$ cat config.mk
export PLATFORM = sky130hd
export DESIGN_NAME = length_prefixed_string_deframer_top_flat
export DESIGN_NICKNAME = d
export VERILOG_FILES = /design/src/rtl/core/lpsd_pkg.sv /design/src/rtl/core/lpsd_if.sv /design/src/rtl/core/lpsd_datapath.sv /design/src/rtl/core/lpsd_controller.sv /design/src/rtl/core/length_prefixed_string_deframer_top.sv /design/src/flat_wrapper.sv
export SDC_FILE = /design/constraint.sdc
export NUM_CORES = 1
export LEC_CHECK = 0
export BUFFER_PORTS_ARGS = -buffer_cell sky130_fd_sc_hd__buf_2
export CELL_PAD_IN_SITES_DETAIL_PLACEMENT = 1
export CELL_PAD_IN_SITES_GLOBAL_PLACEMENT = 1
export CORE_ASPECT_RATIO = 1.5
export CORE_MARGIN = 5
export CORE_UTILIZATION = 35
export DETAILED_ROUTE_END_ITERATION = 10
export PLACE_DENSITY_LB_ADDON = 0.08
export SYNTH_ARGS = -nofsm -noshare
export SYNTH_HDL_FRONTEND = slang
export SYNTH_SLANG_ARGS = --single-unit
$ cat constraint.sdc
create_clock -name clk -period 4.5 [get_ports clk]
set_input_delay 0.45 -clock clk [delete_from_list [all_inputs] [get_ports clk]]
set_output_delay 0.45 -clock clk [all_outputs]
set_load 0.1 [all_outputs]
$ cat src/rtl/core/lpsd_pkg.sv
// Package for the length-prefixed string deframer: sizes, character codes,
// result kinds and the command/status structs between controller and datapath.
// No dependencies.
`default_nettype none

package lpsd_pkg;

	// Table size and length field width
	localparam int MAX_STRINGS = 16;
	localparam int LENGTH_BITS = 16;

	// Count/index widths
	localparam int CNT_W = $clog2(MAX_STRINGS + 1);
	localparam int IDX_W = (MAX_STRINGS > 1) ? $clog2(MAX_STRINGS) : 1;
	// Accumulator holds either a count or a length
	localparam int ACC_W = (LENGTH_BITS > CNT_W) ? LENGTH_BITS : CNT_W;
	// Room for acc * 10 + 9
	localparam int NXT_W = ACC_W + 4;

	// Fixed result field widths
	localparam int BYTE_W  = 8;
	localparam int OUT_IDX_W = 4;

	localparam logic [NXT_W-1:0] LEN_MAX   = NXT_W'((64'd1 << LENGTH_BITS) - 64'd1);
	localparam logic [NXT_W-1:0] COUNT_MAX = NXT_W'(MAX_STRINGS);

	// Header characters
	localparam logic [BYTE_W-1:0] CH_COLON = 8'h3A;
	localparam logic [BYTE_W-1:0] CH_COMMA = 8'h2C;
	localparam logic [BYTE_W-1:0] CH_BAR   = 8'h7C;
	localparam logic [BYTE_W-1:0] CH_ZERO  = 8'h30;
	localparam logic [BYTE_W-1:0] CH_NINE  = 8'h39;

	// What the output register is loaded with
	typedef enum logic [1:0] {
		RES_BYTE,
		RES_MARKER,
		RES_EMPTY_MSG,
		RES_ERROR
	} result_kind_t;

	// Controller to datapath
	typedef struct packed {
		logic         new_msg;      // clear all message state (highest priority)
		logic         acc_shift;    // accumulate a decimal digit
		logic         count_load;   // take the accumulator as string count
		logic         store_length; // write the accumulator into the table
		logic         cur_inc;      // step to the next string
		logic         rem_load;     // load remaining bytes of current string
		logic         rem_dec;      // one payload byte consumed
		logic         out_load;     // load the output register
		result_kind_t kind;
	} cmd_t;

	// Datapath to controller
	typedef struct packed {
		logic is_digit;
		logic is_colon;
		logic is_comma;
		logic is_bar;
		logic count_ovf;       // next count above table size
		logic len_ovf;         // next length above field range
		logic digit_seen;
		logic stored_ge_count;
		logic stored_eq_count;
		logic count_zero;
		logic cur_ge_count;
		logic cur_len_zero;    // table entry of current string is zero
		logic rem_last;        // this payload byte ends the string
	} status_t;

endpackage

`default_nettype wire

$ cat src/rtl/core/lpsd_if.sv
// Stream interfaces of the deframer: encoded byte input and decoded results.
// Depends on lpsd_pkg.
`default_nettype none

interface lpsd_in_if;
	logic                      valid;
	logic                      ready;
	logic [lpsd_pkg::BYTE_W-1:0] data_byte;

	modport source (output valid, output data_byte, input ready);
	modport sink   (input valid, input data_byte, output ready);
endinterface

interface lpsd_out_if;
	logic                         valid;
	logic                         ready;
	logic [lpsd_pkg::BYTE_W-1:0]    payload_byte;
	logic [lpsd_pkg::OUT_IDX_W-1:0] string_index;
	logic                         has_byte;
	logic                         string_end;
	logic                         message_end;
	logic                         format_error;

	modport source (output valid, output payload_byte, output string_index,
		output has_byte, output string_end, output message_end,
		output format_error, input ready);
	modport sink   (input valid, input payload_byte, input string_index,
		input has_byte, input string_end, input message_end,
		input format_error, output ready);
endinterface

`default_nettype wire

$ cat src/rtl/core/lpsd_datapath.sv
// Deframer datapath: digit accumulator, length table, string and byte
// counters, output result register. Depends on lpsd_pkg.
`default_nettype none

module lpsd_datapath (
	input  wire logic                           clk,
	input  wire logic                           arst_n,
	input  wire logic [lpsd_pkg::BYTE_W-1:0]    data_byte,
	input  wire lpsd_pkg::cmd_t                 cmd,
	output lpsd_pkg::status_t                   status,
	output logic [lpsd_pkg::BYTE_W-1:0]         payload_byte,
	output logic [lpsd_pkg::OUT_IDX_W-1:0]      string_index,
	output logic                                has_byte,
	output logic                                string_end,
	output logic                                message_end,
	output logic                                format_error
);
	import lpsd_pkg::*;

	logic [ACC_W-1:0]       acc_q;
	logic                   digit_seen_q;
	logic [CNT_W-1:0]       count_q;
	logic [CNT_W-1:0]       stored_q;
	logic [CNT_W-1:0]       cur_q;
	logic [LENGTH_BITS-1:0] rem_q;
	logic [LENGTH_BITS-1:0] length_tbl_q [MAX_STRINGS];

	logic [NXT_W-1:0]       acc_x;
	logic [NXT_W-1:0]       acc_nxt;
	logic [LENGTH_BITS-1:0] cur_len;
	logic [CNT_W:0]         cur_plus1;
	logic                   cur_last;
	logic [CNT_W+3:0]       cur_ext;
	logic [OUT_IDX_W-1:0]   cur_idx;

	// Decimal accumulate: acc * 10 + digit (low nibble of an ASCII digit)
	always_comb begin
		acc_x   = NXT_W'(acc_q);
		acc_nxt = (acc_x << 3) + (acc_x << 1) + NXT_W'(data_byte[3:0]);
	end

	assign cur_len   = length_tbl_q[cur_q[IDX_W-1:0]];
	assign cur_plus1 = {1'b0, cur_q} + (CNT_W+1)'(1);
	assign cur_last  = cur_plus1 >= {1'b0, count_q};
	assign cur_ext   = {4'b0, cur_q};
	assign cur_idx   = cur_ext[OUT_IDX_W-1:0];

	// Status towards the controller
	always_comb begin
		status.is_digit        = (data_byte >= CH_ZERO) && (data_byte <= CH_NINE);
		status.is_colon        = data_byte == CH_COLON;
		status.is_comma        = data_byte == CH_COMMA;
		status.is_bar          = data_byte == CH_BAR;
		status.count_ovf       = acc_nxt > COUNT_MAX;
		status.len_ovf         = acc_nxt > LEN_MAX;
		status.digit_seen      = digit_seen_q;
		status.stored_ge_count = stored_q >= count_q;
		status.stored_eq_count = stored_q == count_q;
		status.count_zero      = count_q == '0;
		status.cur_ge_count    = cur_q >= count_q;
		status.cur_len_zero    = cur_len == '0;
		status.rem_last        = rem_q <= LENGTH_BITS'(1);
	end

	// Message state
	always_ff @(posedge clk or negedge arst_n) begin
		if (!arst_n) begin
			acc_q        <= '0;
			digit_seen_q <= 1'b0;
			count_q      <= '0;
			stored_q     <= '0;
			cur_q        <= '0;
			rem_q        <= '0;
		end else if (cmd.new_msg) begin
			acc_q        <= '0;
			digit_seen_q <= 1'b0;
			count_q      <= '0;
			stored_q     <= '0;
			cur_q        <= '0;
			rem_q        <= '0;
		end else begin
			if (cmd.acc_shift) begin
				acc_q        <= acc_nxt[ACC_W-1:0];
				digit_seen_q <= 1'b1;
			end
			if (cmd.count_load) begin
				count_q      <= acc_q[CNT_W-1:0];
				stored_q     <= '0;
				acc_q        <= '0;
				digit_seen_q <= 1'b0;
			end
			if (cmd.store_length) begin
				stored_q     <= stored_q + CNT_W'(1);
				acc_q        <= '0;
				digit_seen_q <= 1'b0;
			end
			if (cmd.cur_inc)
				cur_q <= cur_q + CNT_W'(1);
			if (cmd.rem_load)
				rem_q <= cur_len;
			else if (cmd.rem_dec && rem_q != '0)
				rem_q <= rem_q - LENGTH_BITS'(1);
		end
	end

	// Length table: entries are only read once written in the same header
	always_ff @(posedge clk) begin
		if (cmd.store_length && !cmd.new_msg)
			length_tbl_q[stored_q[IDX_W-1:0]] <= acc_q[LENGTH_BITS-1:0];
	end

	// Output result register
	always_ff @(posedge clk) begin
		if (cmd.out_load) begin
			unique case (cmd.kind)
				RES_BYTE: begin
					payload_byte <= data_byte;
					string_index <= cur_idx;
					has_byte     <= 1'b1;
					string_end   <= status.rem_last;
					message_end  <= status.rem_last && cur_last;
					format_error <= 1'b0;
				end
				RES_MARKER: begin
					payload_byte <= '0;
					string_index <= cur_idx;
					has_byte     <= 1'b0;
					string_end   <= 1'b1;
					message_end  <= cur_last;
					format_error <= 1'b0;
				end
				RES_EMPTY_MSG: begin
					payload_byte <= '0;
					string_index <= '0;
					has_byte     <= 1'b0;
					string_end   <= 1'b0;
					message_end  <= 1'b1;
					format_error <= 1'b0;
				end
				RES_ERROR: begin
					payload_byte <= '0;
					string_index <= '0;
					has_byte     <= 1'b0;
					string_end   <= 1'b0;
					message_end  <= 1'b0;
					format_error <= 1'b1;
				end
				default: begin
					payload_byte <= '0;
					string_index <= '0;
					has_byte     <= 1'b0;
					string_end   <= 1'b0;
					message_end  <= 1'b0;
					format_error <= 1'b1;
				end
			endcase
		end
	end

endmodule

`default_nettype wire

$ cat src/rtl/core/lpsd_controller.sv
// Deframer controller: phase state machine, input/output handshakes and
// commands to the datapath. Depends on lpsd_pkg.
`default_nettype none

module lpsd_controller (
	input  wire logic              clk,
	input  wire logic              arst_n,
	input  wire logic              in_valid,
	output logic                   in_ready,
	output logic                   out_valid,
	input  wire logic              out_ready,
	input  wire lpsd_pkg::status_t status,
	output lpsd_pkg::cmd_t         cmd
);
	import lpsd_pkg::*;

	typedef enum logic [1:0] {
		ST_COUNT,
		ST_LENGTHS,
		ST_PAYLOAD,
		ST_ADVANCE
	} state_t;

	state_t state_q, state_d;
	logic   out_valid_q;
	logic   slot_free;
	logic   accept;

	// Output slot frees up when empty or being taken this cycle
	assign slot_free = !out_valid_q || out_ready;
	assign in_ready  = (state_q != ST_ADVANCE) && slot_free;
	assign accept    = in_valid && in_ready;
	assign out_valid = out_valid_q;

	// Decode of the current byte or advance step
	always_comb begin
		cmd     = '0;
		cmd.kind = RES_BYTE;
		state_d = state_q;

		unique case (state_q)
			ST_COUNT: begin
				if (accept) begin
					if (status.is_digit && !status.count_ovf) begin
						cmd.acc_shift = 1'b1;
					end else if (status.is_colon && status.digit_seen) begin
						cmd.count_load = 1'b1;
						state_d = ST_LENGTHS;
					end else begin
						cmd.out_load = 1'b1;
						cmd.kind     = RES_ERROR;
						cmd.new_msg  = 1'b1;
						state_d = ST_COUNT;
					end
				end
			end
			ST_LENGTHS: begin
				if (accept) begin
					priority if (status.is_digit && !status.len_ovf) begin
						cmd.acc_shift = 1'b1;
					end else if (status.is_comma && status.digit_seen
							&& !status.stored_ge_count) begin
						cmd.store_length = 1'b1;
					end else if (status.is_bar && !status.digit_seen
							&& status.stored_eq_count) begin
						if (status.count_zero) begin
							cmd.out_load = 1'b1;
							cmd.kind     = RES_EMPTY_MSG;
							cmd.new_msg  = 1'b1;
							state_d = ST_COUNT;
						end else begin
							state_d = ST_ADVANCE;
						end
					end else begin
						cmd.out_load = 1'b1;
						cmd.kind     = RES_ERROR;
						cmd.new_msg  = 1'b1;
						state_d = ST_COUNT;
					end
				end
			end
			ST_PAYLOAD: begin
				if (accept) begin
					cmd.out_load = 1'b1;
					cmd.kind     = RES_BYTE;
					cmd.rem_dec  = 1'b1;
					if (status.rem_last) begin
						cmd.cur_inc = 1'b1;
						state_d = ST_ADVANCE;
					end
				end
			end
			ST_ADVANCE: begin
				// One empty-string marker per cycle while the output slot is free, then arm or finish
				if (slot_free) begin
					if (status.cur_ge_count) begin
						cmd.new_msg = 1'b1;
						state_d = ST_COUNT;
					end else if (status.cur_len_zero) begin
						cmd.out_load = 1'b1;
						cmd.kind     = RES_MARKER;
						cmd.cur_inc  = 1'b1;
					end else begin
						cmd.rem_load = 1'b1;
						state_d = ST_PAYLOAD;
					end
				end
			end
			default: begin
				state_d = ST_COUNT;
			end
		endcase
	end

	// State and output valid
	always_ff @(posedge clk or negedge arst_n) begin
		if (!arst_n) begin
			state_q     <= ST_COUNT;
			out_valid_q <= 1'b0;
		end else begin
			state_q <= state_d;
			if (cmd.out_load)
				out_valid_q <= 1'b1;
			else if (out_ready)
				out_valid_q <= 1'b0;
		end
	end

endmodule

`default_nettype wire

$ cat src/rtl/core/length_prefixed_string_deframer_top.sv
// Top level of the length-prefixed string deframer: joins controller and
// datapath to the byte and result streams. Depends on lpsd_pkg, lpsd_if,
// lpsd_controller and lpsd_datapath.
//
// Takes an encoded message a byte per transaction: decimal count, ':', one
// decimal length per string each ended by ',', '|', then the payload. A
// payload byte gives one result with its string index and end marks.
// After '|' and after the last byte of each string the controller gives
// a marker result for each following empty string, then fetches the next
// length or closes the message, and takes no byte meanwhile. A malformed
// header gives one result with format_error set and the next byte starts a
// new count; '|' with a count of zero gives a single message_end result.
// Results pass through a single output register, so a byte is taken while
// the previous result is being handed over.
`default_nettype none

module length_prefixed_string_deframer_top (
	input wire logic    clk,
	input wire logic    arst_n,
	lpsd_in_if.sink     byte_stream,
	lpsd_out_if.source  results
);
	import lpsd_pkg::*;

	cmd_t    cmd;
	status_t status;

	// Phase sequencing and handshakes
	lpsd_controller u_ctrl (
		.clk       (clk),
		.arst_n    (arst_n),
		.in_valid  (byte_stream.valid),
		.in_ready  (byte_stream.ready),
		.out_valid (results.valid),
		.out_ready (results.ready),
		.status    (status),
		.cmd       (cmd)
	);

	// Accumulator, table, counters, result register
	lpsd_datapath u_dp (
		.clk          (clk),
		.arst_n       (arst_n),
		.data_byte    (byte_stream.data_byte),
		.cmd          (cmd),
		.status       (status),
		.payload_byte (results.payload_byte),
		.string_index (results.string_index),
		.has_byte     (results.has_byte),
		.string_end   (results.string_end),
		.message_end  (results.message_end),
		.format_error (results.format_error)
	);

endmodule

`default_nettype wire
$ cat src/flat_wrapper.sv
// flat-port wrapper written by rule: the top's interface ports become plain ports
module length_prefixed_string_deframer_top_flat import lpsd_pkg::*;
  (clk, arst_n, byte_stream_valid, byte_stream_data_byte, byte_stream_ready, results_valid, results_payload_byte, results_string_index, results_has_byte, results_string_end, results_message_end, results_format_error, results_ready);
  lpsd_in_if byte_stream_i ();
  lpsd_out_if results_i ();
  input wire logic clk;
  input wire logic arst_n;
  input wire logic [$bits(byte_stream_i.valid)-1:0] byte_stream_valid;
  input wire logic [$bits(byte_stream_i.data_byte)-1:0] byte_stream_data_byte;
  output wire logic [$bits(byte_stream_i.ready)-1:0] byte_stream_ready;
  output wire logic [$bits(results_i.valid)-1:0] results_valid;
  output wire logic [$bits(results_i.payload_byte)-1:0] results_payload_byte;
  output wire logic [$bits(results_i.string_index)-1:0] results_string_index;
  output wire logic [$bits(results_i.has_byte)-1:0] results_has_byte;
  output wire logic [$bits(results_i.string_end)-1:0] results_string_end;
  output wire logic [$bits(results_i.message_end)-1:0] results_message_end;
  output wire logic [$bits(results_i.format_error)-1:0] results_format_error;
  input wire logic [$bits(results_i.ready)-1:0] results_ready;
  assign byte_stream_i.valid = byte_stream_valid;
  assign byte_stream_i.data_byte = byte_stream_data_byte;
  assign byte_stream_ready = byte_stream_i.ready;
  assign results_valid = results_i.valid;
  assign results_payload_byte = results_i.payload_byte;
  assign results_string_index = results_i.string_index;
  assign results_has_byte = results_i.has_byte;
  assign results_string_end = results_i.string_end;
  assign results_message_end = results_i.message_end;
  assign results_format_error = results_i.format_error;
  assign results_i.ready = results_ready;
  length_prefixed_string_deframer_top u_core (.clk(clk), .arst_n(arst_n), .byte_stream(byte_stream_i), .results(results_i));
endmodule
Yosys cells after proc, flatten, opt, wreduce, memory -nomap -nowiden
Memories as Yosys holds them, arrays and structs flattened. Index checks and enable logic that the tools add are counted.

Register bits after elaboration: 67. Bits in writable memories: 256. Bits of input ports: 12. Output and inout bits: 18. Logic and storage cells: 170. Memories: 1.

$add $sub $neg: 6. $lt $le $gt $ge: 8. Eq/ne operators: 20. Mux-type cells: 85. Reduce and logical (&&, ||, !) cells: 36.

Memory list: u_core.u_dp.length_tbl_q (depth 16, width 16, read ports 1, clocked after Yosys merged registers in 0, wr ports 1, RTL line lpsd_datapath.sv:26) `logic [LENGTH_BITS-1:0] length_tbl_q [MAX_STRINGS];`.

Operator list (number): 2-to-1 mux 16 bit (7); 2-to-1 mux 3 bit (12); 2-to-1 mux 5 bit (7); 2-to-1 mux 1 bit (32); 2-to-1 mux 2 bit (15); adder 19 x 17 -> 20 bit (1); adder 20 x 4 -> 20 bit (1); greater-than comparator 20 x 16 -> 1 bit (second input constant) (1); greater-than comparator 20 x 5 -> 1 bit (second input constant) (1); inequality test 2 bit (second input constant) (9); equality test 8 x 6 -> 1 bit (second input constant) (2); <= comparator 16 x 1 -> 1 bit (second input constant) (1); zero test 16 bit (1); one-hot mux 8 bit (2 select lines) (1); nonzero test 16 bit (1); subtractor 16 x 1 -> 16 bit (second input constant) (1); logical AND 1 bit (13); one-hot mux 3 bit (4 select lines) (1); adder 5 x 1 -> 5 bit (second input constant) (2); >= comparator 5 bit (2); AND reduction 9 bit (1); equality test 2 bit (second input constant) (4); equality test 8 x 7 -> 1 bit (second input constant) (1); >= comparator 8 x 6 -> 1 bit (second input constant) (1); 21 further kinds (37).

Logic depth before layout (Yosys ltp)
Gate-level depths: netlist (run 1).

Depth after elaboration: 12. Mapped depth: 16. Depth with buffers taken out: 13.

Modules after synthesis
Synthesis (run 1) repeated with hierarchy kept, for this count alone.

Cell total of the unflattened synthesis: 945. Area total of the unflattened synthesis: 14805.4 µm².

Modules (own cells, without submodules): lpsd_datapath (times used 1, cells each 885, area an instance 14365.0 µm², sequential area each 9369.0 µm²); lpsd_controller (times used 1, cells each 60, area an instance 440.4 µm², sequential area each 75.1 µm²).

Worst setup path after synthesis (run 1)
Ideal clock, no wire load.

Path kind: flip-flop to flip-flop. Start: register u_core.u_dp.acc_q[0]. End: register u_core.u_dp.format_error (enable). Library setup time: 416 ps. Data arrival time: 4108 ps. Data required time: 4084 ps. Path slack: -24 ps. Cell stages (with the launch flop): 15. Path buffers: 2. Cell sequence: dfrtp_1 -> inv_1 -> fa_1 -> inv_1 -> fa_1 -> a211oi_2 -> o21a_1 -> o31a_1 -> and4b_1 -> nor4_1 -> or4_1 -> clkbuf_1 -> o21ai_4 -> clkbuf_1 -> nand3_1.

RTL lines: start: declaration (RTL line lpsd_datapath.sv:20) `logic [ACC_W-1:0] acc_q;`; start signal: assignment (RTL line lpsd_datapath.sv:83) `acc_q <= acc_nxt[ACC_W-1:0];`; end signal: assignment (RTL line lpsd_datapath.sv:122) `format_error <= 1'b0;`; end signal: assignment (RTL line lpsd_datapath.sv:130) `format_error <= 1'b0;`; end signal: assignment (RTL line lpsd_datapath.sv:138) `format_error <= 1'b0;`; end: declaration (RTL line lpsd_datapath.sv:16) `output logic format_error`.

==> out/results.txt, run 1 <==
The flow ran to the end, and the final reports show no timing, DRC or antenna violations. The worst pin sits at a relative slew slack of 47.6%. The via count of the first global-routing pass is 9384. Walking the worst path, the cells encountered are inv_1 > fa_1 > inv_1 > fa_1 > a211oi_2 > o21ba_2 > o21ai_0 > or4_1 > nor4_2 > buf_4 > a41oi_1 > buf_4 > o21ai_4 > buf_4 > nand3_2 > buf_12. The tools report the post-synthesis cell type count as 66. At the end of the flow the core is filled with cells to 40.8%. Once detailed placement completed, the half-perimeter wirelength came to 26.5 mm. The tools report the starting DRC count in detailed routing as 337. Die extent in x: 176 um. The run gives 45800 um2 as the floorplan die area.

After synthesis the cells add up to 14500 um2. The logs give 0 for the number of failing hold endpoints at the final stage and 0 for the total congestion overflow. Clock-pin slew was measured on the worst setup and hold paths at 0.06 ns. From bottom edge to top edge, the die measures 260 um. The highest net fanout along the worst path was 16; the number of placed I/O pins was 30. The number of max-slew violations in the final report came out at 0.

With fillers left out, the area of the finished cells amounts to 16800 um2. Dividing the detail-routed wire length by the instance count gives 24.0 um. The post-layout minimum cycle time works out to 4.22 ns. The initial cell density of the core was 35.4%; the flip-flop and latch count after synthesis was 323. Data arrives at the worst endpoint at 4.49 ns. The worst setup path is of the flop to flop kind. The maximum clock rate was 0.237 GHz; the net count reported at finish was 1083. Clock tree synthesis inserted a total of 34 buffers. Post-CTS timing repair inserted 0 buffers for setup. The wire length after detailed routing was 38.4 mm. The slowest stage of the critical path is the sky130_fd_sc_hd__or4_1 cell.

The ratio of total power to cell area is 362 nW/um2. The clock passes through at most 3 buffers. The tree is rooted in a sky130_fd_sc_hd__clkbuf_16.

Clock skew on the completed layout was measured at 0.0210 ns. For the worst setup path, the data required time is 4.76 ns. The number of nets in the synthesized netlist is 995. The worst register-to-register path has a depth of 16.

The count of input and output buffers was 29; the total placed instance area was 15700 um2. The floorplan has 91 rows. In the routed design, unresolved DRC markers number 0.

Adding up every negative setup slack in the final design gives 0 ns. The detail route stage leaves a number of antenna-violating nets equal to 0. For the sequential element share of the synthesized area, the log shows 65.0%. Startpoint type of the worst setup path: a flop.

The core region is 41100 um2. The tools report the number of buffers added to fix hold violations after cts as 0. The first detailed-routing pass ran for 4 iterations. The most numerous cell on the critical path was sky130_fd_sc_hd__buf_4. CTS built an H-tree with a depth of 2. The synthesized design contains 272 enable-type register cells. The run gives 6.11 nW as the static power due to leakage.

The final critical path takes up 93.9% of the cycle. Endpoint kind of the worst setup timing path: a flop. In the global route stage, overall resource usage came out at 17.0%. Cells with a size suffix above 1 make up 21.1% of the layout. The detailed-route vias per instance is 5.22, and the count of synthesis-stage warnings from yosys is 0. Summing over every cut layer, the via total after detailed routing is 8336. The final estimated routing congestion in global placement is 0.782, and the share of flip-flops with an asynchronous set or reset is 15.8%. For this run, the leading register cell type out of synthesis is sky130_fd_sc_hd__edfxtp_1. The tools report the number of antenna violations at the first check in global routing as 0. TritonCTS built the clock tree. The transition at the pin with the smallest max-transition slack came out at 0.786 ns.

Setup repair after global routing left no endpoint under its margin. Compared with the post-synthesis result, the final layout area differs by 15.5%. The run gives 0.28 ns as the slack of the worst reg-to-reg path.

0 antenna diodes ended up in the layout. The run gives 323 as the number of clock sinks seen by CTS. The tools report the number of setup violations in the final report as 0. The pin count of the biggest net entering global routing was 56.

For this run, the slowest stage of the critical path takes 0.54 ns. The mean instance size in the synthesized netlist works out to 15.7 um2. The worst hold path belongs to the class input pin to asynchronous set/reset pin.

Across the run, the number of max-cap violations was 0. The run gives 58.5 mm as the global-route wire length before repair. After technology mapping, the gate count stands at 928. For the insertion delay of the later-clocked pin in the worst-skew pair, the log shows 0.52 ns. The tools report the largest voltage drop on the vdd net as 0.000248 V.
[path summary, 6_finish.rpt]
| path | startpoint | to |
|---|---|---|
| max | u_core.u_dp.acc_q[0]$_DFFE_PN0P_ | u_core.u_dp.payload_byte[6]$_SDFFCE_PN0P_ |
| max in group asynchronous | arst_n | u_core.u_dp.acc_q[8]$_DFFE_PN0P_ |
| min in group clk | byte_stream_data_byte[0] | u_core.u_dp.acc_q[0]$_DFFE_PN0P_ |
| min reg2reg | u_core.u_dp.count_q[3]$_DFFE_PN0P_ | u_core.u_dp.count_q[3]$_DFFE_PN0P_ |
| max reg2reg | u_core.u_dp.acc_q[0]$_DFFE_PN0P_ | u_core.u_dp.payload_byte[6]$_SDFFCE_PN0P_ |
| min | arst_n | u_core.u_dp.rem_q[13]$_DFFE_PN0P_ |
[critical path: cells and delay by family, from the launching register on]
family	cells	cell delay (ns)
fa+ha+maj	2	0.98
flops	1	0.34
compound gates	5	0.94
buf+inv	6	0.86
simple gates	3	0.86
[per-layer routing]
layer	global-route usage, %	up-vias	routed length [um]
met3	2.00	65	810
met5	0	-	0
met1	19.5	4348	15000
li1	-	3826	-
met2	32.0	97	20900
met4	6.92	0	1620
[placed cells by master, fill, tap and decap left out, types with 14 or more instances in the layout]
master	count
sky130_fd_sc_hd__and2_1	20
sky130_fd_sc_hd__and3_1	15
sky130_fd_sc_hd__dfrtp_1	48
sky130_fd_sc_hd__clkbuf_16	35
sky130_fd_sc_hd__nand2_1	44
sky130_fd_sc_hd__ha_1	53
sky130_fd_sc_hd__mux4_2	64
sky130_fd_sc_hd__edfxtp_1	272
sky130_fd_sc_hd__buf_4	56
sky130_fd_sc_hd__a22oi_1	31
sky130_fd_sc_hd__mux2i_1	20
sky130_fd_sc_hd__xnor2_1	19
sky130_fd_sc_hd__o21ai_0	17
sky130_fd_sc_hd__a211oi_1	20
sky130_fd_sc_hd__nor3_1	14
sky130_fd_sc_hd__buf_2	29
sky130_fd_sc_hd__a21oi_1	30
sky130_fd_sc_hd__inv_1	26
sky130_fd_sc_hd__nor2_1	61
[layout make-up]
class                      instances  area (um2)
sequential                       323        9450
multi-input combinational        539        4800
clock buffer                      45         913
timing repair buffer              92         706
clock inverter                    15         120
inverter                          26        97.6
fill                            4129       24300
tap                              558         698
[where the power goes]
group          total [mW]  switching (mW)  internal [mW]  leakage (nW)
combinational       0.201           0.156         0.0452          2.27
sequential           3.23         0.00415           3.22          3.34
clock                2.66            1.15           1.50         0.502
total                6.08            1.31           4.77          6.11
[metrics by stage]
stage	setup slack (ns)	total power [mW]	hold slack [ns]	cells
after floorplan	0.172	3.42	0.154	928
after global placement	-0.0947	3.49	0.542	1538
after detailed placement	-0.134	3.50	0.547	1538
after CTS	0.0544	6.18	0.102	1598
after global routing	0.0341	6.32	0.145	1598
final	0.276	6.08	0.0793	1598
[state kept, by name, indices dropped and copies added (netlist names), 2 cells and up]
name	flops
u_core.u_dp.count_q	5
u_core.u_dp.acc_q	16
u_core.u_dp.length_tbl_q	256
u_core.u_ctrl.state_q	2
u_core.u_dp.string_index	4
u_core.u_dp.cur_q	5
u_core.u_dp.stored_q	5
u_core.u_dp.rem_q	16
u_core.u_dp.payload_byte	8
[logic make-up after synthesis]
group | after synthesis | share of synthesized area [%]
XOR/XNOR | 30 | 1.81
adder cells (fa/ha/maj) | 55 | 4.84
buffers and inverters | 66 | 2.07
AND/OR/NAND/NOR | 222 | 7.90
AO/OA/AOI/OAI | 148 | 7.09
flip-flops | 323 | 65.0
multiplexers | 84 | 11.3
[Yosys cell counts (8+ instances only)]
master | instances | area (um2)
sky130_fd_sc_hd__and3_1 | 15 | 93.8
sky130_fd_sc_hd__a22oi_1 | 31 | 233
sky130_fd_sc_hd__xnor2_1 | 19 | 166
sky130_fd_sc_hd__clkbuf_1 | 23 | 86.3
sky130_fd_sc_hd__a211oi_1 | 20 | 150
sky130_fd_sc_hd__nand2_1 | 44 | 165
sky130_fd_sc_hd__edfxtp_1 | 272 | 8170
sky130_fd_sc_hd__a21oi_1 | 30 | 150
sky130_fd_sc_hd__xor2_1 | 11 | 96.3
sky130_fd_sc_hd__nand3_1 | 10 | 50.1
sky130_fd_sc_hd__mux4_2 | 64 | 1440
sky130_fd_sc_hd__o21ai_0 | 17 | 85.1
sky130_fd_sc_hd__and2_1 | 20 | 125
sky130_fd_sc_hd__nor3_1 | 14 | 70.1
sky130_fd_sc_hd__nor4_1 | 9 | 56.3
sky130_fd_sc_hd__nor2_1 | 61 | 229
sky130_fd_sc_hd__inv_1 | 26 | 97.6
sky130_fd_sc_hd__mux2i_1 | 20 | 200
sky130_fd_sc_hd__nand2b_1 | 11 | 68.8
sky130_fd_sc_hd__a21o_1 | 8 | 60.1
sky130_fd_sc_hd__ha_1 | 53 | 663
sky130_fd_sc_hd__dfrtp_1 | 51 | 1280
[what timing repair did]
action,CTS,global route
endpoints found under the hold margin,0,0
resized for setup,0,2
setup endpoints to repair,0,40
(Power assumes the default switching activity.)
==> inputs of run 2 (changes only) <==
--- a/config.mk
+++ b/config.mk
@@ -5,6 +5,7 @@
 export SDC_FILE = /design/constraint.sdc
 export NUM_CORES = 1
 export LEC_CHECK = 0
+export ABC_AREA = 1
 export BUFFER_PORTS_ARGS = -buffer_cell sky130_fd_sc_hd__buf_2
 export CELL_PAD_IN_SITES_DETAIL_PLACEMENT = 1
 export CELL_PAD_IN_SITES_GLOBAL_PLACEMENT = 1
==> run 2 against run 1 <==
  * Register-to-register slack improved by 0.13 ns
  * Sequential power is 8.7% higher
  * Count of clock-buffer cells in the layout increased by 1
  * Critical endpoint is now u_core.u_dp.payload_byte[7]$_SDFFCE_PN0P_
  * Via count grew 43%
  * Utilization is 0.49 points lower
  * Synthesized area increased by 9.5%
  * Critical path depth decreased by 1
  * Setup slack better by 0.13 ns
  * Largest cell class unchanged
  * Global-route usage rose by 3.1 points
  * First-iteration DRC count grew 72%
  * Worst hold slack better by 0.097 ns
  * Largest power group unchanged
==> out/results.txt, run 2 <==
The total negative setup slack is 0 ns (unchanged). The total core area is 44900 um2 (was 41100 um2), and the starting DRC count in detailed routing is 581 (was 337). Total power of the final layout: 8.72 mW (was 6.08 mW). The gate count after technology mapping is 1698 (was 928). The final setup skew was 0.0157 ns (was 0.0210 ns); the number of clock sinks seen by CTS was 323 (unchanged).

The mean instance size in the synthesized netlist was 9.37 um2 (was 15.7 um2). The static power due to leakage came out at 7.77 nW (was 6.11 nW). The first-pass iteration count of the detailed router was 5 (was 4); the buffering stage count on the worst path with inverters included was 2 (was 6). Origin of the critical flop-to-flop path: u_core.u_dp.acc_q[11]$_DFFE_PN0P_ (was u_core.u_dp.acc_q[0]$_DFFE_PN0P_). For the total routing resource utilization after global routing, the log shows 20.1% (was 17.0%).

The fraction of the cycle the final worst path needs came out at 91.0% (was 93.9%). The most numerous cell in the Yosys netlist is sky130_fd_sc_hd__nand2_1 (was sky130_fd_sc_hd__edfxtp_1). Initial cell density of the core: 35.4% (about the same).

Ratio of total power to cell area: 481 nW/um2 (was 362 nW/um2). The run gives 59.3% (was 65.0%) as the sequential element share of the synthesized area. The via count of the first global-routing pass is 12.8k (was 9384), and the row count is 95 (was 91). The post-layout minimum cycle time was 4.10 ns (was 4.22 ns). The endpoint kind of the worst setup timing path is a flop (unchanged). The switching fraction of total power was 34.4% (was 21.6%). The fraction of post-synthesis cell area in the top cell type by area was 51.3% (was 56.2%); the flip-flop count of the largest register, all copies and words added was 256 (unchanged).

The number of failing hold endpoints at the final stage was 0 (unchanged); the max capacitance violation total was 0 (unchanged). The highest net fanout along the worst path works out to 19 (was 16). The largest incremental delay on the critical path was 0.79 ns (was 0.54 ns); the detailed-route vias per instance was 5.06 (was 5.22).

The run gives 5.72 mW (was 4.77 mW) as the design internal power. The number of instances resized during post-cts repair came out at 0 (unchanged). Gate family responsible for the most delay along the worst path: simple AND/OR/NAND/NOR gates (was adder cells). The largest voltage drop on the vdd net was 0.000269 V (was 0.000248 V). The antenna diode count is 0 (unchanged). The tools report the startpoint type of the worst setup path as a flop (unchanged). The flow ran to the end, and the final reports show no timing, DRC or antenna violations. The tools report the source of the worst hold timing path as byte_stream_data_byte[0]. The count of synthesis-stage warnings from yosys is 0 (unchanged).

Most common flop cell mapped by yosys: sky130_fd_sc_hd__edfxtp_1 (unchanged). The fraction of layout instances using a drive strength above 1 is 9.04% (was 21.1%), and the die outline height is 271 um (was 260 um). The share of flip-flops with an asynchronous set or reset is 15.8% (unchanged). Most numerous cell on the critical path: sky130_fd_sc_hd__nand2_1 (was sky130_fd_sc_hd__buf_4). Critical path start-end classification: flop to flop (unchanged). The run gives 0 (unchanged) as the number of max-slew violations in the final report.

The floorplan die area is 49900 um2 (was 45800 um2), and the net count reported at finish is 1822 (was 1083). The tools report the startpoint of the most critical setup path as u_core.u_dp.acc_q[11]$_DFFE_PN0P_ (was u_core.u_dp.acc_q[0]$_DFFE_PN0P_). The clock network fraction of design power is 34.0% (was 43.7%), and the number of setup violations in the final report is 0 (unchanged). For the fraction of power consumed by combinational cells, the log shows 25.7% (was 3.3%). The power share of the sequential group was 40.3% (was 53.0%); the detailed-route via count was 11.9k (was 8336). The depth of the CTS H-tree is 2 (unchanged). The total clock buffers created by CTS is 34 (unchanged). The cell with the largest stage delay on the worst path is sky130_fd_sc_hd__dfrtp_1 (was sky130_fd_sc_hd__or4_1). The wire length per cell is 21.2 um (was 24.0 um). The final estimated routing congestion in global placement was 0.835 (was 0.782).

Setup repair after global routing left no endpoint under its margin. The logs give 59 (was 56) for the pin count of the biggest net entering global routing and 77.1 mm (was 58.5 mm) for the global-route wire length before repair. TritonCTS built the clock tree. The flip-flop and latch count after synthesis is 323 (unchanged). Leading post-synthesis cells by instance count: sky130_fd_sc_hd__nand2_1, sky130_fd_sc_hd__edfxtp_1, sky130_fd_sc_hd__nor2_1, sky130_fd_sc_hd__nand3_1, sky130_fd_sc_hd__inv_1 (was sky130_fd_sc_hd__edfxtp_1, sky130_fd_sc_hd__mux4_2, sky130_fd_sc_hd__nor2_1, sky130_fd_sc_hd__ha_1, sky130_fd_sc_hd__dfrtp_1). The worst slew slack as a fraction of its limit is 45.0% (was 47.6%), and the number of DRC violations after detailed routing is 0 (unchanged).

The wire length after detailed routing came out at 50.1 mm (was 38.4 mm). The maximum clock rate is 0.244 GHz (was 0.237 GHz), and the area growth from synthesis to final layout is 13.9% (was 15.5%). The transition at the pin with the smallest max-transition slack was 0.824 ns (was 0.786 ns). The critical path arrival was 4.25 ns (was 4.49 ns). Cell breakdown of the critical path: ha_1 > ha_1 > nand2_1 > inv_1 > nand2_1 > nor3_1 > nand2_1 > nand2_1 > nor2_1 > and2_1 > nand2_1 > nand2_1 > nand2_1 > nor2_1 > inv_1 (was inv_1 > fa_1 > inv_1 > fa_1 > a211oi_2 > o21ba_2 > o21ai_0 > or4_1 > nor4_2 > buf_4 > a41oi_1 > buf_4 > o21ai_4 > buf_4 > nand3_2 > buf_12). The die extent in x was 184 um (was 176 um); the power dissipated by switching net loads was 3.00 mW (was 1.31 mW).

The logs give 42 (was 66) for the post-synthesis cell type count and 0.53 ns (was 0.52 ns) for the insertion delay of the later-clocked pin in the worst-skew pair. The most area-hungry cell type in the Yosys netlist was sky130_fd_sc_hd__edfxtp_1 (unchanged). The run gives 33.6 mm (was 26.5 mm) as the HPWL reported at the end of detailed placement. The buffer depth of the longest clock path was 3 (unchanged). The run gives 3 (was 0) as the number of antenna violations at the first check in global routing. Cell chosen for the clock root: sky130_fd_sc_hd__clkbuf_16 (unchanged). Count of input and output buffers: 29 (unchanged).

The leading cell type in the layout, fill and taps excluded was sky130_fd_sc_hd__nand2_1 (was sky130_fd_sc_hd__edfxtp_1). Cells taking the most area after synthesis: sky130_fd_sc_hd__edfxtp_1, sky130_fd_sc_hd__nand2_1, sky130_fd_sc_hd__dfrtp_1 (was sky130_fd_sc_hd__edfxtp_1, sky130_fd_sc_hd__mux4_2, sky130_fd_sc_hd__dfrtp_1). The clock-pin slew reported for the worst setup and hold paths after clock tree synthesis was 0.06 ns (about the same). The type of the worst min-delay path is input pin to flop (was input pin to asynchronous set/reset pin).

The synthesized netlist net count was 1765 (was 995); the count of flip-flops with a built-in enable after synthesis was 272 (unchanged). For the summed instance area of the synthesized netlist, the log shows 15900 um2 (was 14500 um2). Most used cells in the layout excluding fill and tap cells: sky130_fd_sc_hd__nand2_1, sky130_fd_sc_hd__edfxtp_1, sky130_fd_sc_hd__nor2_1 (was sky130_fd_sc_hd__edfxtp_1, sky130_fd_sc_hd__mux4_2, sky130_fd_sc_hd__nor2_1). The number of placed I/O pins came out at 30 (unchanged).

The tools report the number of nets with antenna violations after routing as 0 (unchanged). The total congestion overflow was 0 (unchanged). The data required time at the worst endpoint was 4.66 ns (was 4.76 ns).

Post-CTS setup repair buffer count: 0 (unchanged).
## run 2: changes by cell type after synthesis, sizes merged, moves of 20 or more
| cell | before | now |
|---|---|---|
| o211ai | 4 | 34 |
| mux2i | 20 | 0 |
| nand2 | 44 | 506 |
| nand3 | 10 | 168 |
| a211oi | 21 | 1 |
| mux4 | 64 | 0 |
| a22oi | 32 | 0 |
| nor2 | 61 | 225 |
| o21ai | 21 | 74 |
| inv | 26 | 160 |
## run 2: layer usage
layer	part of all wire [%]	global-route usage, %	vias up
li1	-	-	5756
met1	40	23.3	5966
met2	55	39.1	161
met3	2.7	2.00	62
met4	2.2	4.93	0
met5	0	0	-
## run 2: path summary, 6_finish.rpt
kind,end,slack (ns),cells past startpoint
max,u_core.u_dp.payload_byte[7]$_SDFFCE_PN0P_,0.40,15
min,u_core.u_dp.acc_q[0]$_DFFE_PN0P_,0.18,3
max reg2reg,u_core.u_dp.payload_byte[7]$_SDFFCE_PN0P_,0.40,15
min reg2reg,u_core.u_dp.rem_q[7]$_DFFE_PN0P_,0.50,2
max in group asynchronous,u_core.u_dp.cur_q[0]$_DFFE_PN0P_,3.11,3
min in group asynchronous,u_core.u_dp.rem_q[9]$_DFFE_PN0P_,0.43,2
## run 2: timing repair
action	CTS	global route
hold endpoints to repair	15	0
setup endpoints to repair	0	0
hold buffers	1	0
## run 2: tightest hold or removal path, cell delays in order
cell and delay (ns):
sky130_fd_sc_hd__buf_2 0.11, sky130_fd_sc_hd__nand2_1 0.05, sky130_fd_sc_hd__nand2_1 0.06
## run 2: logic make-up after synthesis
group           count (synthesis)  synth area share [%]
simple gates                  939                  24.3
flops                         323                  59.3
buf+inv                       224                  5.91
compound gates                140                  5.09
fa+ha+maj                      55                  4.42
xor+xnor                       17                 0.936
## run 2: through the flow
step	cells	hold slack, ns	area (um2)	setup WS, ns	utilization [%]
floorplan	1698	0.154	15900	0.993	-
finish	2362	0.176	18100	0.405	40.3
detailed placement	2300	0.431	17000	0.276	37.7
global placement	2300	0.426	17000	0.366	37.7
CTS	2362	0.162	18100	0.290	40.3
global route	2362	0.209	18100	0.0310	40.3
## run 2: area by class of cell
cell class                      count  area, um2
Timing Repair Buffer               84        611
Clock buffer                       46        937
Tap cell                          582        728
Inverter                          161        606
Multi-Input combinational cell   1151       5580
Clock inverter                     15        219
Sequential cell                   323       9450
Fill cell                        5165      26800
## run 2: power groups by stage
| stage | registers, mW | clock network (mW) | logic (mW) |
|---|---|---|---|
| 2_1_floorplan | 3.99 | 0 | 1.29 |
| 3_3_place_gp | 3.58 | 0 | 2.26 |
| 3_5_place_dp | 3.58 | 0 | 2.29 |
| 4_1_cts | 3.52 | 3.03 | 2.30 |
| 5_1_grt | 3.54 | 3.16 | 2.49 |
| 6_report | 3.51 | 2.97 | 2.24 |
